**src/tsp_pkg.sv**
```systemverilog
`timescale 1ns / 1ps
`default_nettype none
package tsp_pkg;
    localparam int DEF_NODES = 4;
    localparam logic [9:0] NO_EDGE = 10'd999;
    localparam logic [19:0] BOUND_MAX = 20'hFFFFF;

    typedef enum logic [3:0] {
        ST_LOAD,
        ST_CAND,
        ST_RED_MIN,
        ST_RED_SUB,
        ST_SCORE,
        ST_NEXT,
        ST_COMMIT,
        ST_EMIT,
        ST_COPY
    } state_t;

    function automatic logic [19:0] sat_add(input logic [19:0] a, input logic [19:0] b);
        logic [20:0] s;
        s = {1'b0, a} + {1'b0, b};
        return s[20] ? BOUND_MAX : s[19:0];
    endfunction
endpackage
`default_nettype wire

```
**src/tsp_if.sv**
```systemverilog
`timescale 1ns / 1ps
`default_nettype none
interface tsp_in_if;
    logic       valid;
    logic       ready;
    logic [9:0] edge_cost;
    logic       last_entry;
    modport source (output valid, edge_cost, last_entry, input ready);
    modport sink (input valid, edge_cost, last_entry, output ready);
endinterface

interface tsp_out_if;
    logic        valid;
    logic        ready;
    logic [1:0]  tour_node;
    logic [19:0] bound_cost;
    logic        last_node;
    modport source (output valid, tour_node, bound_cost, last_node, input ready);
    modport sink (input valid, tour_node, bound_cost, last_node, output ready);
endinterface
`default_nettype wire

```
**src/tsp_reduced_matrix_tour.sv**
```systemverilog
// after the last matrix item the root matrix is reduced in place, then per level each
// unvisited candidate is copied, reduced and scored, each visited one is skipped, the best
// is committed and one node is emitted; the search waits while a result waits at the output
// throughput: one matrix item per cycle while loading and no result waits at the output,
// no item taken during the search
// reset: rst_n asynchronous, clears control state, start node 0; matrices undefined
`timescale 1ns / 1ps
`default_nettype none
module tsp_reduced_matrix_tour #(
    parameter int NODES = tsp_pkg::DEF_NODES
) (
    input  wire logic clk,
    input  wire logic rst_n,
    input  wire logic cfg_we,
    input  wire logic [1:0] cfg_wdata,
    tsp_in_if.sink  in_ch,
    tsp_out_if.source out_ch
);
    import tsp_pkg::*;

    localparam int NB = (NODES > 1) ? $clog2(NODES) : 1;
    localparam int CELLS = NODES * NODES;
    localparam int CB = $clog2(CELLS);

    // three matrix stores; cand is the working copy for each candidate
    logic [9:0] cur_mem  [CELLS];
    logic [9:0] cand_mem [CELLS];
    logic [9:0] best_mem [CELLS];

    state_t state_reg, state_next;
    logic [1:0]  start_cfg_reg;
    logic [CB-1:0] load_cnt_reg;
    logic [NODES-1:0] visited_reg;
    logic [NB-1:0] cur_node_reg, start_reg;
    logic [19:0] bound_reg;
    logic [NB-1:0] cand_reg, best_node_reg;
    logic [20:0] best_reg;        // bit 20 marks "nothing chosen yet"
    logic        root_reg;        // reducing the root matrix in place
    logic        pass_reg;        // 0 rows, 1 columns
    logic [NB-1:0] line_reg, pos_reg;
    logic [9:0]  lo_reg;
    logic [19:0] red_reg;
    logic [CB-1:0] cell_reg;
    logic [NB-1:0] level_reg;
    logic        emit_last_reg;
    logic        ovalid_reg;
    logic [1:0]  onode_reg;
    logic [19:0] obound_reg;
    logic        olast_reg;

    // cell address of the reduction sweep
    logic [CB-1:0] red_addr;
    always_comb
    begin
        if (pass_reg)
            red_addr = CB'(int'(pos_reg) * NODES + int'(line_reg));
        else
            red_addr = CB'(int'(line_reg) * NODES + int'(pos_reg));
    end

    // the working matrix: cur when reducing the root, else cand
    logic [9:0] work_rd;
    assign work_rd = root_reg ? cur_mem[red_addr] : cand_mem[red_addr];

    // blocking test for the copy sweep; line and pos follow the row and column of cell_reg
    logic blocked;
    always_comb
    begin
        blocked = (line_reg == cur_node_reg) || (pos_reg == cand_reg)
            || ((line_reg == cand_reg) && ((pos_reg == start_reg) || (pos_reg == cur_node_reg)));
    end

    logic [19:0] score;
    assign score = sat_add(sat_add(20'(cur_mem[CB'(int'(cur_node_reg) * NODES
        + int'(cand_reg))]), bound_reg), red_reg);

    logic last_pos;
    assign last_pos = (int'(pos_reg) == NODES - 1);
    logic last_line;
    assign last_line = (int'(line_reg) == NODES - 1);
    logic last_cell;
    assign last_cell = (int'(cell_reg) == CELLS - 1);

    assign in_ch.ready = (state_reg == ST_LOAD) && !ovalid_reg;
    assign out_ch.valid = ovalid_reg;
    assign out_ch.tour_node = onode_reg;
    assign out_ch.bound_cost = obound_reg;
    assign out_ch.last_node = olast_reg;

    logic in_acc;
    assign in_acc = in_ch.valid && in_ch.ready;

    always_comb
    begin
        state_next = state_reg;
        case (state_reg)
            ST_LOAD:    if (in_acc && in_ch.last_entry) state_next = ST_RED_MIN;
            ST_CAND:    state_next = visited_reg[cand_reg] ? ST_NEXT : ST_COPY;
            ST_COPY:    if (last_cell) state_next = ST_RED_MIN;
            ST_RED_MIN: if (last_pos) state_next = ST_RED_SUB;
            ST_RED_SUB:
                if (last_pos)
                begin
                    if (last_line && pass_reg)
                        state_next = root_reg ? ST_EMIT : ST_SCORE;
                    else
                        state_next = ST_RED_MIN;
                end
            ST_SCORE:   state_next = ST_NEXT;
            ST_NEXT:    state_next = (int'(cand_reg) == NODES - 1) ? ST_COMMIT : ST_CAND;
            ST_COMMIT:  if (last_cell) state_next = ST_EMIT;
            ST_EMIT:    if (!ovalid_reg)
                            state_next = emit_last_reg ? ST_LOAD : ST_CAND;
            default:    state_next = ST_LOAD;
        endcase
    end

    always_ff @(posedge clk or negedge rst_n)
    begin
        if (!rst_n)
        begin
            state_reg <= ST_LOAD;
            start_cfg_reg <= '0;
            load_cnt_reg <= '0;
            visited_reg <= '0;
            cur_node_reg <= '0;
            bound_reg <= '0;
            ovalid_reg <= 1'b0;
            root_reg <= 1'b0;
            pass_reg <= 1'b0;
            line_reg <= '0;
            pos_reg <= '0;
            cell_reg <= '0;
            cand_reg <= '0;
            level_reg <= '0;
        end
        else
        begin
            state_reg <= state_next;
            if (cfg_we)
                start_cfg_reg <= cfg_wdata;
            if (ovalid_reg && out_ch.ready)
                ovalid_reg <= 1'b0;
            case (state_reg)
                ST_LOAD:
                    if (in_acc)
                    begin
                        if (in_ch.last_entry || int'(load_cnt_reg) == CELLS - 1)
                            load_cnt_reg <= '0;
                        else
                            load_cnt_reg <= load_cnt_reg + 1'b1;
                        if (in_ch.last_entry)
                        begin
                            root_reg <= 1'b1;
                            pass_reg <= 1'b0;
                            line_reg <= '0;
                            pos_reg <= '0;
                            red_reg <= '0;
                            lo_reg <= NO_EDGE;
                            level_reg <= '0;
                            if (int'(start_cfg_reg) < NODES)
                                start_reg <= NB'(start_cfg_reg);
                            else
                                start_reg <= '0;
                        end
                    end
                ST_CAND:
                begin
                    cell_reg <= '0;
                    line_reg <= '0;
                    pos_reg <= '0;
                end
                ST_COPY:
                begin
                    cell_reg <= cell_reg + 1'b1;
                    pos_reg <= last_pos ? '0 : pos_reg + 1'b1;
                    if (last_pos)
                        line_reg <= last_line ? '0 : line_reg + 1'b1;
                    if (last_cell)
                    begin
                        root_reg <= 1'b0;
                        pass_reg <= 1'b0;
                        red_reg <= '0;
                        lo_reg <= NO_EDGE;
                    end
                end
                ST_RED_MIN:
                begin
                    if (work_rd < lo_reg)
                        lo_reg <= work_rd;
                    pos_reg <= last_pos ? '0 : pos_reg + 1'b1;
                end
                ST_RED_SUB:
                begin
                    pos_reg <= last_pos ? '0 : pos_reg + 1'b1;
                    if (last_pos)
                    begin
                        if (lo_reg != NO_EDGE)
                            red_reg <= sat_add(red_reg, 20'(lo_reg));
                        lo_reg <= NO_EDGE;
                        line_reg <= last_line ? '0 : line_reg + 1'b1;
                        if (last_line)
                            pass_reg <= 1'b1;
                        if (last_line && pass_reg && root_reg)
                        begin
                            bound_reg <= sat_add(red_reg,
                                (lo_reg != NO_EDGE) ? 20'(lo_reg) : 20'd0);
                            visited_reg <= NODES'(1) << start_reg;
                            cur_node_reg <= start_reg;
                            emit_last_reg <= (NODES < 2);
                            cand_reg <= '0;
                            best_reg <= {1'b1, 20'd0};
                        end
                    end
                end
                ST_SCORE:
                    if (best_reg[20] || score < best_reg[19:0])
                    begin
                        best_reg <= {1'b0, score};
                        best_node_reg <= cand_reg;
                    end
                ST_NEXT:
                begin
                    cand_reg <= cand_reg + 1'b1;
                    cell_reg <= '0;
                end
                ST_COMMIT:
                begin
                    cell_reg <= cell_reg + 1'b1;
                    if (last_cell)
                    begin
                        bound_reg <= best_reg[19:0];
                        visited_reg[best_node_reg] <= 1'b1;
                        cur_node_reg <= best_node_reg;
                        level_reg <= level_reg + 1'b1;
                        emit_last_reg <= (int'(level_reg) + 1 == NODES - 1);
                    end
                end
                ST_EMIT:
                    if (!ovalid_reg)
                    begin
                        // result fields only change once the previous item has gone
                        ovalid_reg <= 1'b1;
                        onode_reg <= 2'(cur_node_reg);
                        obound_reg <= bound_reg;
                        olast_reg <= emit_last_reg;
                        cand_reg <= '0;
                        best_reg <= {1'b1, 20'd0};
                    end
                default: ;
            endcase
        end
    end

    // matrix stores
    always_ff @(posedge clk)
    begin
        if (state_reg == ST_LOAD && in_acc)
            cur_mem[load_cnt_reg] <= (in_ch.edge_cost > NO_EDGE) ? NO_EDGE : in_ch.edge_cost;
        if (state_reg == ST_RED_SUB && root_reg && work_rd != NO_EDGE)
            cur_mem[red_addr] <= work_rd - lo_reg;
        if (state_reg == ST_COMMIT)
            cur_mem[cell_reg] <= best_mem[cell_reg];
    end

    always_ff @(posedge clk)
    begin
        if (state_reg == ST_COPY)
            cand_mem[cell_reg] <= blocked ? NO_EDGE : cur_mem[cell_reg];
        if (state_reg == ST_RED_SUB && !root_reg && work_rd != NO_EDGE)
            cand_mem[red_addr] <= work_rd - lo_reg;
    end

    // best child copy: the sweep starts in the cycle after a winning score
    logic        save_reg;
    logic [CB-1:0] save_cnt_reg;
    always_ff @(posedge clk or negedge rst_n)
    begin
        if (!rst_n)
        begin
            save_reg <= 1'b0;
            save_cnt_reg <= '0;
        end
        else if (state_reg == ST_SCORE && (best_reg[20] || score < best_reg[19:0]))
        begin
            save_reg <= 1'b1;
            save_cnt_reg <= '0;
        end
        else if (save_reg)
        begin
            save_cnt_reg <= save_cnt_reg + 1'b1;
            if (int'(save_cnt_reg) == CELLS - 1)
                save_reg <= 1'b0;
        end
    end

    always_ff @(posedge clk)
    begin
        if (save_reg)
            best_mem[save_cnt_reg] <= cand_mem[save_cnt_reg];
    end

    // the save sweep stays two cells ahead of the next copy into cand
    // and one cell ahead of the commit sweep that reads best

    // assertions
    a_no_in_busy: assert property (@(posedge clk) disable iff (!rst_n)
        (state_reg != ST_LOAD) |-> !in_ch.ready)
        else $error("input taken during search");
    a_out_hold: assert property (@(posedge clk) disable iff (!rst_n)
        (out_ch.valid && !out_ch.ready) |=> $stable(out_ch.bound_cost))
        else $error("result changed while stalled");
    a_visit: assert property (@(posedge clk) disable iff (!rst_n)
        (state_reg == ST_CAND) |-> (visited_reg != '0))
        else $error("no node visited during search");
endmodule
`default_nettype wire
```
**src/flat_wrapper.sv**
```systemverilog
// flat-port wrapper written by rule: the top's interface ports become plain ports
module tsp_reduced_matrix_tour_flat import tsp_pkg::*;
#(
    parameter int NODES = tsp_pkg::DEF_NODES
)
  (clk, rst_n, cfg_we, cfg_wdata, in_ch_valid, in_ch_edge_cost, in_ch_last_entry, in_ch_ready, out_ch_valid, out_ch_tour_node, out_ch_bound_cost, out_ch_last_node, out_ch_ready);
  tsp_in_if in_ch_i ();
  tsp_out_if out_ch_i ();
  input  wire logic clk;
  input  wire logic rst_n;
  input  wire logic cfg_we;
  input  wire logic [1:0] cfg_wdata;
  input wire logic [$bits(in_ch_i.valid)-1:0] in_ch_valid;
  input wire logic [$bits(in_ch_i.edge_cost)-1:0] in_ch_edge_cost;
  input wire logic [$bits(in_ch_i.last_entry)-1:0] in_ch_last_entry;
  output wire logic [$bits(in_ch_i.ready)-1:0] in_ch_ready;
  output wire logic [$bits(out_ch_i.valid)-1:0] out_ch_valid;
  output wire logic [$bits(out_ch_i.tour_node)-1:0] out_ch_tour_node;
  output wire logic [$bits(out_ch_i.bound_cost)-1:0] out_ch_bound_cost;
  output wire logic [$bits(out_ch_i.last_node)-1:0] out_ch_last_node;
  input wire logic [$bits(out_ch_i.ready)-1:0] out_ch_ready;
  assign in_ch_i.valid = in_ch_valid;
  assign in_ch_i.edge_cost = in_ch_edge_cost;
  assign in_ch_i.last_entry = in_ch_last_entry;
  assign in_ch_ready = in_ch_i.ready;
  assign out_ch_valid = out_ch_i.valid;
  assign out_ch_tour_node = out_ch_i.tour_node;
  assign out_ch_bound_cost = out_ch_i.bound_cost;
  assign out_ch_last_node = out_ch_i.last_node;
  assign out_ch_i.ready = out_ch_ready;
  tsp_reduced_matrix_tour #(.NODES(NODES)) u_core (.clk(clk), .rst_n(rst_n), .cfg_we(cfg_we), .cfg_wdata(cfg_wdata), .in_ch(in_ch_i), .out_ch(out_ch_i));
endmodule
```
**config.mk**
```make
export PLATFORM = sky130hd
export DESIGN_NAME = tsp_reduced_matrix_tour_flat
export DESIGN_NICKNAME = d
export VERILOG_FILES = /design/src/tsp_pkg.sv /design/src/tsp_if.sv /design/src/tsp_reduced_matrix_tour.sv /design/src/flat_wrapper.sv
export SDC_FILE = /design/constraint.sdc
export NUM_CORES = 1
export LEC_CHECK = 0
export BUFFER_PORTS_ARGS = -buffer_cell sky130_fd_sc_hd__buf_2
export CAP_MARGIN = 20
export CORE_MARGIN = 3
export CORE_UTILIZATION = 55
export CTS_CLUSTER_DIAMETER = 40
export DETAILED_ROUTE_END_ITERATION = 8
export PLACE_DENSITY = 0.68
export SYNTH_ARGS = -nofsm -noshare
export SYNTH_HDL_FRONTEND = slang
export SYNTH_SLANG_ARGS = --single-unit
```
**constraint.sdc**
```tcl
create_clock -name clk -period 13.2 [get_ports clk]
set_input_delay 1.32 -clock clk [delete_from_list [all_inputs] [get_ports clk]]
set_output_delay 1.32 -clock clk [all_outputs]
set_load 0.1 [all_outputs]
```
Word-level counts from Yosys, hierarchy flattened
Memories as Yosys holds them, arrays and structs flattened.
Index checks and enable logic that the tools add are counted.
{"block": "classes", "n_lt_le_gt_ge": 6, "n_mux": 111, "reduce_logical": 56, "n_addsub": 16, "shift": 1, "n_eq_ne": 36, "bitwise": 2}
{"cell": "20-bit two-way mux", "count": 12}
{"cell": "10-bit two-way mux", "count": 12}
{"cell": "21-bit two-way mux", "count": 4}
{"cell": "4-bit two-way mux", "count": 18}
{"cell": "21-bit case mux with 3 select lines", "count": 1}
{"cell": "20-bit case mux with 3 select lines", "count": 1}
{"cell": "20-bit by 20-bit adder with 21-bit output", "count": 2}
{"cell": "10-bit case mux with 4 select lines", "count": 1}
{"cell": "20-bit case mux with 2 select lines", "count": 1}
{"cell": "4-bit case mux with 9 select lines", "count": 1}
{"cell": "1-bit two-way mux", "count": 34}
{"cell": "32-bit by 3-bit equality test with 1-bit output (second input constant)", "count": 1}
{"cell": "10-bit OR reduction", "count": 3}
{"cell": "2-bit two-way mux", "count": 13}
{"cell": "2-bit by 1-bit inequality test with 1-bit output (second input constant)", "count": 12}
{"cell": "4-bit AND reduction", "count": 6}
{"cell": "10-bit by 20-bit adder with 21-bit output", "count": 1}
{"cell": "20-bit by 10-bit adder with 21-bit output", "count": 1}
{"cell": "20-bit < comparator", "count": 1}
{"cell": "10-bit inequality test (second input constant)", "count": 2}
{"cell": "2-bit case mux with 3 select lines", "count": 3}
{"cell": "6-bit AND reduction", "count": 3}
{"cell": "4-bit by 1-bit equality test with 1-bit output (second input constant)", "count": 4}
{"cell": "4-bit by 3-bit equality test with 1-bit output (second input constant)", "count": 4}
{"cell": "other kinds (37)", "count": 87}
{"block": "totals", "out_inout_bits": 25, "mem_bits_rw": 480, "inputBits": 18, "memories": 3, "ff_bits": 135}
{"name": "u_core.best_mem", "depth": 16, "word_bits": 10, "read_ports": 1, "rd_ports_with_merged_regs": 0, "write_ports": 1, "line": "tsp_reduced_matrix_tour.sv:28", "rtl": "logic [9:0] best_mem [CELLS];"}
{"name": "u_core.cand_mem", "depth": 16, "word_bits": 10, "read_ports": 2, "rd_ports_with_merged_regs": 0, "write_ports": 1, "line": "tsp_reduced_matrix_tour.sv:27", "rtl": "logic [9:0] cand_mem [CELLS];"}
{"name": "u_core.cur_mem", "depth": 16, "word_bits": 10, "read_ports": 3, "rd_ports_with_merged_regs": 0, "write_ports": 1, "line": "tsp_reduced_matrix_tour.sv:26", "rtl": "logic [9:0] cur_mem [CELLS];"}

Depth between registers and ports, before layout
Gate-level depths: netlist of run 1.
An unclocked memory read counts as a cell.
{"block": "depth", "depth_word": 11, "mapped_depth": 39}

Worst setup path after synthesis of run 1
Ideal clock, no wire load.
{"block": "synth_timing", "path_kind": "reg-to-reg", "from": "register u_core.cand_reg[0]", "to": "register u_core.best_reg[0] (enable)", "required_ps": 12824, "arrival_ps": 9476, "path_slack_ps": 3348, "path_stages_with_launch": 40, "setup_time_ps": 376, "path_cell_list": "dfrtp_1 > clkbuf_1 > buf_1 > mux4_2 > mux4_2 > ha_1 > fa_1 > a21o_1 > a21oi_1 > o21bai_1 > a21oi_1 > o21bai_1 > a21oi_1 > o21ai_1 > and4_1 > nand4_1 > nand2b_1 > ha_1 > [... 4 more ...] > a21oi_1 > o2111ai_1 > a31oi_1 > o21bai_1 > a21oi_1 > clkbuf_1 > nand2_1 > ha_1 > a21o_1 > a21o_1 > a21oi_1 > nor2b_1 > o21ai_0 > nand2b_1 > a21oi_1 > o2111ai_1 > a2bb2oi_1 > o211a_1"}
{"block": "synth_via", "elab_chain_len": 10}
{"item": "start: declaration", "line": "tsp_reduced_matrix_tour.sv:36", "rtl": "logic [NB-1:0] cand_reg, best_node_reg;"}
{"item": "start signal: assignment", "line": "tsp_reduced_matrix_tour.sv:224", "rtl": "cand_reg <= cand_reg + 1'b1;"}
{"item": "4-bit by 2-bit adder with 4-bit output", "line": "tsp_reduced_matrix_tour.sv:75", "rtl": "+ int'(cand_reg))]), bound_reg), red_reg);"}
{"item": "memory 16 x 10 bit"}
{"item": "10-bit by 20-bit adder with 21-bit output", "line": "tsp_pkg.sv:22", "rtl": "s = {1'b0, a} + {1'b0, b};"}
{"item": "20-bit two-way mux", "line": "tsp_pkg.sv:23", "rtl": "return s[20] ? BOUND_MAX : s[19:0];"}
{"item": "20-bit by 20-bit adder with 21-bit output", "line": "tsp_pkg.sv:22"}
{"item": "20-bit two-way mux", "line": "tsp_pkg.sv:23"}
{"item": "named net u_core.score[13]", "line": "tsp_reduced_matrix_tour.sv:73", "rtl": "logic [19:0] score;"}
{"item": "20-bit < comparator", "line": "tsp_reduced_matrix_tour.sv:217", "rtl": "if (best_reg[20] || score < best_reg[19:0])"}
{"item": "1-bit logical OR", "line": "tsp_reduced_matrix_tour.sv:217"}
{"item": "2-bit by 1-bit inequality test with 1-bit output (no line)"}
{"item": "6-bit AND reduction (no line)"}
{"item": "end signal: assignment", "line": "tsp_reduced_matrix_tour.sv:212", "rtl": "best_reg <= {1'b1, 20'd0};"}
{"item": "end signal: assignment", "line": "tsp_reduced_matrix_tour.sv:219", "rtl": "best_reg <= {1'b0, score};"}
{"item": "end signal: assignment", "line": "tsp_reduced_matrix_tour.sv:248", "rtl": "best_reg <= {1'b1, 20'd0};"}
{"item": "end: declaration", "line": "tsp_reduced_matrix_tour.sv:37", "rtl": "logic [20:0] best_reg; // bit 20 marks \"nothing chosen yet\""}
The timed path passes the listed nets, and every way through them passes these cells.
A chain may end at the register's enable or synchronous reset.

Final worst setup path of run 1
{"block": "layout_timing", "from": "register u_core.cand_reg[1]", "to": "register u_core.best_reg[19] (enable)"}
Same word-level chain as after synthesis.

==> impl_results.md, run 1 <==
* Ratio of cells with drive above 1 in the final layout at a little under a quarter
* Largest net degree at the start of global routing at 65
* Synth Warn # at 0
* Critical path required time at roughly 13 ns
* Int Power at just over 0.006 W
* Crit-path max FO at 28
* Clk network pwr share at about a quarter
* Fin cells at between 3000 and 4000
* Initial DRC Count at between 2000 and 3000
* Antenna-violating nets left at 0
* Routed wire length at between 90000 and 100000 µm
* Setup Fix Bufs, Post-CTS at 0
* Drt pass-1 iters at 7
* Yosys top cell area share at 50.6%
* DR vias/cell at around 7.0
* Chip width at about 250 µm
* Placed inst area at between 0.03 and 0.04 mm²
* Slew margin rel. at around 25%
* Slowest Stage Delay on Critical Path at 0.84 ns
* Hold_buf cts at 0
* Total global routing overflow at 0
* # Max-Cap Violations at 0
* Setup TNS at 0 ns
* Die area at roughly 0.063 mm²
* Critical Path Start Type: register
* Gr usage total at between 30% and 40%
* Num CTS Buffers at 93
* Worst hold path class: reg2reg
* Cells after DPL at approximately 3100
* CTS resizes at 0
* Crit share post-route at between 80% and 90%
* Post-synth EDFFs at around 560
* Pleak at approximately 13 nW
* Hold Violations, Final at 0
* Critical path class: reg2reg
* H-tree Lvls at 3
* Wirelength per Cell at ~30 µm
* Psw at between 0.004 and 0.005 W
* First-pass GRT wire length at 146000 µm
* P&R area growth vs syn at 13.9%
* Status: finished, final reports clean
* RSZ-0062 raised after global routing: false
* Worst Setup End Kind: register
* VDD IR-drop max at 0.174 mV
* Synth Cell Area at roughly 0.033 mm²
* Power per cell area at 279 mW/mm²
* Syn Area/Cell at ~14 µm²
* DRC violations left at 0
* Vias at about 23000
* Initial antenna violation count at 0
* Leading cell types in the layout, fill and taps excluded: 559 x edfxtp_1, 242 x mux4_2, 189 x nand2_1
* Input/output buffers at 42
* Delay-heaviest family, CP: compound AO/OA/AOI/OAI gates
* GP Congestion at approximately 0.96
* Die height at between 200 and 300 µm
* Fin. max-slew vios at 0
* Worst Path Buf+Inv at 2
* Post-DP HPWL at ~64000 µm
* Commonest non-fill, non-tap cell in the layout: edfxtp_1
* Sw Share at about two fifths
* CTS tree: built
* # setup viols final at 0
* Setup Skew at between 0.02 and 0.03 ns
* Synthesized net count at 2522
* Highest clock rate at slightly below 90 MHz
* Fin area at about 0.038 mm²
* Synthesis-stage register bit count at between 600 and 700
* Clock Latency Late Sink at roughly 0.66 ns
* Biggest regs: u_core.best_mem (160), u_core.cand_mem (160), u_core.cur_mem (160)
* Cell variety after synth at around 90
* Sequential share of power at just under 30%
* Total Nets Final at 2585
* # rows at between 80 and 90
* Final critical-path required period at roughly 12 ns
* IO Count at 43
* Vias in the first global route at 22900
* Yosys top cell by area: edfxtp_1
* Combinational Power Share at approximately 47%
* Clock Pin Slew Worst Setup and Hold Paths at approximately 0.050 ns
* CP max stage cell: o211a_1
* Synth area leaders: edfxtp_1 51%, mux4_2 16%, dfrtp_1 4.2%, ha_1 3.4%, a21oi_1 2.5%
* Max Root-Sink Buffers at 3
* Ys async rst share at under 10%
* ANT cells at 0
* # clock sinks at 615
* Syn Inst Count at between 2000 and 2500
* Starting density of the core at 55.9%
* Arrival time at the worst endpoint at ~12 ns
* Seq/Total Area, Yosys at between 50% and 60%
* Least-Margin Pin Slew at 1.12 ns
* Core ar. at roughly 0.059 mm²
* Main synth FF type: edfxtp_1
* Most used cell, CP: a21oi_1
* Root Buffer: clkbuf_16
-- layer usage --
layer	global-route usage, %	wire (µm)
met4	14.6	4770
met1	41.9	36700
met3	6.63	11000
met5	0	0
met2	50.0	46500
-- cell usage after synthesis, types with 21 or more instances --
library cell,n
inv_1,97
mux2i_1,36
a21oi_1,166
xnor2_1,41
edfxtp_1,559
a31oi_1,26
nand3_1,23
o22ai_1,52
nand2_1,189
mux4_2,242
nor2_1,108
a21o_1,34
clkbuf_1,97
xor2_1,34
nand4_1,21
ha_1,89
buf_1,21
dfrtp_1,56
nor3_1,42
a22oi_1,43
o21ai_0,80
and2_1,32
nand2b_1,55
a211oi_1,24
-- cells by family (layout without fill, tap and decap cells) --
logic type | Yosys count | count (layout) | share of synthesized area (%)
flops | 615 | 615 | 54.8
simple gates | 545 | 545 | 7.92
compound gates | 544 | 544 | 10.6
mux | 288 | 288 | 18.0
buf+inv | 249 | 393 | 3.08
fa+ha+maj | 94 | 94 | 3.66
xor+xnor | 75 | 75 | 1.98
-- per-stage QoR --
step           utilization [%]  setup WS (ns)  hold WS, ns  power, W
2_1_floorplan                -           3.35        0.421   0.00631
3_3_place_gp              58.1           1.91        0.432   0.00780
3_5_place_dp              58.1           1.56        0.432   0.00792
4_1_cts                   63.5           1.50        0.446    0.0104
5_1_grt                   63.7          0.975        0.459    0.0110
6_report                  63.7           1.66        0.443    0.0105
-- layout make-up --
| type | instances | area (µm²) |
|---|---|---|
| clock buffer | 102 | 2380 |
| clock inverter | 74 | 823 |
| fill | 4263 | 21500 |
| inverter | 100 | 375 |
| multi-input combinational | 1546 | 14300 |
| sequential | 615 | 18200 |
| tap | 773 | 967 |
| timing repair buffer | 117 | 798 |
-- power by group through the flow --
stage	clock, W	sequential [W]	combinational [W]
after CTS	0.00253	0.00307	0.00485
final	0.00251	0.00307	0.00497
after global routing	0.00263	0.00309	0.00531
after global placement	0	0.00309	0.00471
after detailed placement	0	0.00310	0.00481
after floorplan	0	0.00299	0.00332
-- final timing paths --
check,slack [ns],from,to,depth (start not counted)
max in group asynchronous,11.41,rst_n,u_core.cell_reg[0],2
min in group asynchronous,0.77,rst_n,u_core.cand_reg[1],1
setup reg to reg,1.66,u_core.cand_reg[1],u_core.best_reg[19],38
setup / recovery,1.66,u_core.cand_reg[1],u_core.best_reg[19],38
hold / removal,0.44,u_core.start_cfg_reg[1],u_core.start_reg[1],0
hold reg to reg,0.44,u_core.start_cfg_reg[1],u_core.start_reg[1],0
Power figures use the tool's default switching activity.
==> run 2: changes to the inputs <==
--- a/config.mk
+++ b/config.mk
@@ -7,7 +7,6 @@
 export LEC_CHECK = 0
 export BUFFER_PORTS_ARGS = -buffer_cell sky130_fd_sc_hd__buf_2
 export CAP_MARGIN = 20
-export CORE_MARGIN = 3
 export CORE_UTILIZATION = 55
 export CTS_CLUSTER_DIAMETER = 40
 export DETAILED_ROUTE_END_ITERATION = 8
==> impl_results.md, run 2 (same netlist as run 1, synthesis figures left out) <==
* Critical path required time at 13.46 ns
* IO Count at 43
* R2r startpoint: u_core.cand_reg[0]
* Setup Skew at ~0.034 ns
* Num CTS Buffers at 93
* Largest net degree at the start of global routing at 58
* Gr usage total at 31.8%
* Violated checks: design-rule violations
* RSZ-0062 raised after global routing: false
* CTS tree: built
* Wirelength per Cell at between 20 and 30 µm
* # setup viols final at 0
* VDD IR-drop max at around 0.13 mV
* Setup Fix Bufs, Post-CTS at 0
* Worst hold endpoint: u_core.start_reg[1]
* Vias at between 20000 and 25000
* Slowest Stage Delay on Critical Path at 0.91 ns
* Crit share post-route at a little under nine tenths
* Most used cell, CP: a21oi_1
* Commonest non-fill, non-tap cell in the layout: edfxtp_1
* Reg2reg end: u_core.best_reg[6]
* Critical Path Start Type: register
* Slew margin rel. at about 14%
* Root Buffer: clkbuf_16
* Initial DRC Count at about 2800
* Worst Setup End Kind: register
* First-pass GRT wire length at approximately 140000 µm
* Worst r2r path cells at 38
* Leading cell types in the layout, fill and taps excluded: 559 x edfxtp_1, 242 x mux4_2, 189 x nand2_1
* Crit-path max FO at 25
* Clock Latency Late Sink at around 0.65 ns
* CTS resizes at 0
* Status: finished, violations left
* Hold path depth at 0
* Starting density of the core at around 56%
* Initial antenna violation count at 0
* Biggest regs: u_core.best_mem (160), u_core.cand_mem (160), u_core.cur_mem (160)
* Arrival time at the worst endpoint at ~12 ns
* Total Nets Final at around 2600
* P&R area growth vs syn at 13.2%
* Total global routing overflow at 0
* Pleak at around 13 nW
* Hold_buf cts at 0
* Die height at between 200 and 250 µm
* Least-Margin Pin Slew at around 1.3 ns
* Max Root-Sink Buffers at 3
* ANT cells at 0
* DRC violations left at 7
* Core ar. at around 0.059 mm²
* CP max stage cell: dfrtp_2
* # rows at ~90
* DR vias/cell at just under 7
* Highest clock rate at slightly below 90 MHz
* Post-DP HPWL at ~63000 µm
* Routed wire length at around 96000 µm
* Ratio of cells with drive above 1 in the final layout at roughly 23%
* Antenna-violating nets left at 0
* Setup TNS at 0 ns
* GP Congestion at roughly 1
* Final critical-path required period at 11.27 ns
* Hold Violations, Final at 0
* Hold path start: u_core.start_cfg_reg[1]
* Fin. max-slew vios at 0
* Vias in the first global route at 22600
* Worst hold path class: reg2reg
* Chip width at between 200 and 250 µm
* # clock sinks at 615
* Power per cell area at about 280 mW/mm²
* Clock Pin Slew Worst Setup and Hold Paths at ~0.060 ns
* Drt pass-1 iters at 9
* Die area at slightly above 0.06 mm²
* Input/output buffers at 42
* # Max-Cap Violations at 0
* H-tree Lvls at 3
* R2R setup slack at approximately 1.9 ns
* Final Power at ~0.010 W
* Critical path class: reg2reg
## run 2: cell types whose count changed in the layout (fill, tap and decap cells not counted), moves of 3 or more
cell        change
buf_4           +3
bufinv_16       -6
clkinv_1        -4
clkinv_4        +5
clkinvlp_4      +3
inv_8           -4
nor3_2          +4
nor3_4          -4
## run 2: worst max-delay path by stage
stage | endpoint | from | slack [ns]
after floorplan | u_core.best_reg[0] | u_core.cand_reg[0] | 3.35
after global placement | u_core.best_reg[15] | u_core.cand_reg[0] | 2.15
after detailed placement | u_core.best_reg[16] | u_core.cand_reg[0] | 1.94
after CTS | u_core.best_reg[6] | u_core.cand_reg[0] | 1.94
after global routing | u_core.best_reg[6] | u_core.cand_reg[0] | 1.06
final | u_core.best_reg[6] | u_core.cand_reg[0] | 1.93
## run 2: layout make-up
| class | instances | area, µm² |
|---|---|---|
| clock inverters | 69 | 627 |
| fillers | 4275 | 21800 |
| flip-flops and latches | 615 | 18200 |
| multi-input cells | 1546 | 14200 |
| clock buffers | 101 | 2380 |
| inverters | 100 | 375 |
| repair buffers | 118 | 790 |
| well taps | 773 | 967 |
## run 2: layer usage
metal	up-vias	track usage [%]	wire, µm
met5	-	0	0
met4	0	14.7	4610
met3	308	5.99	9800
met2	1434	50.9	46000
met1	11500	42.5	35900
li1	9705	-	-
## run 2: worst max-delay path, delay by kind of cell (launching register included)
family                     cells  cell delay, ns
AOI/OAI and AO/OA             23            5.99
adders and majority gates      5            1.62
buffers and inverters          2            0.52
DFF                            1            0.91
muxes                          2            1.09
and+or+nand+nor                6            0.74
## run 2: stage by stage
step,utilization (%),setup WS (ns),cell area [µm²],std cells,hold slack [ns]
global route,63.3,1.06,37600,3322,0.464
floorplan,-,3.35,33200,2410,0.421
finish,63.3,1.93,37600,3322,0.456
global placement,58.1,2.15,34500,3141,0.430
detailed placement,58.1,1.94,34500,3143,0.433
CTS,63.2,1.94,37500,3313,0.446
## run 2: report_power, final
group	leakage, nW	switching [W]	total [W]	internal (W)
clock	1.45	0.000948	0.00236	0.00141
combinational	5.99	0.00310	0.00491	0.00181
sequential	5.77	0.000208	0.00308	0.00287
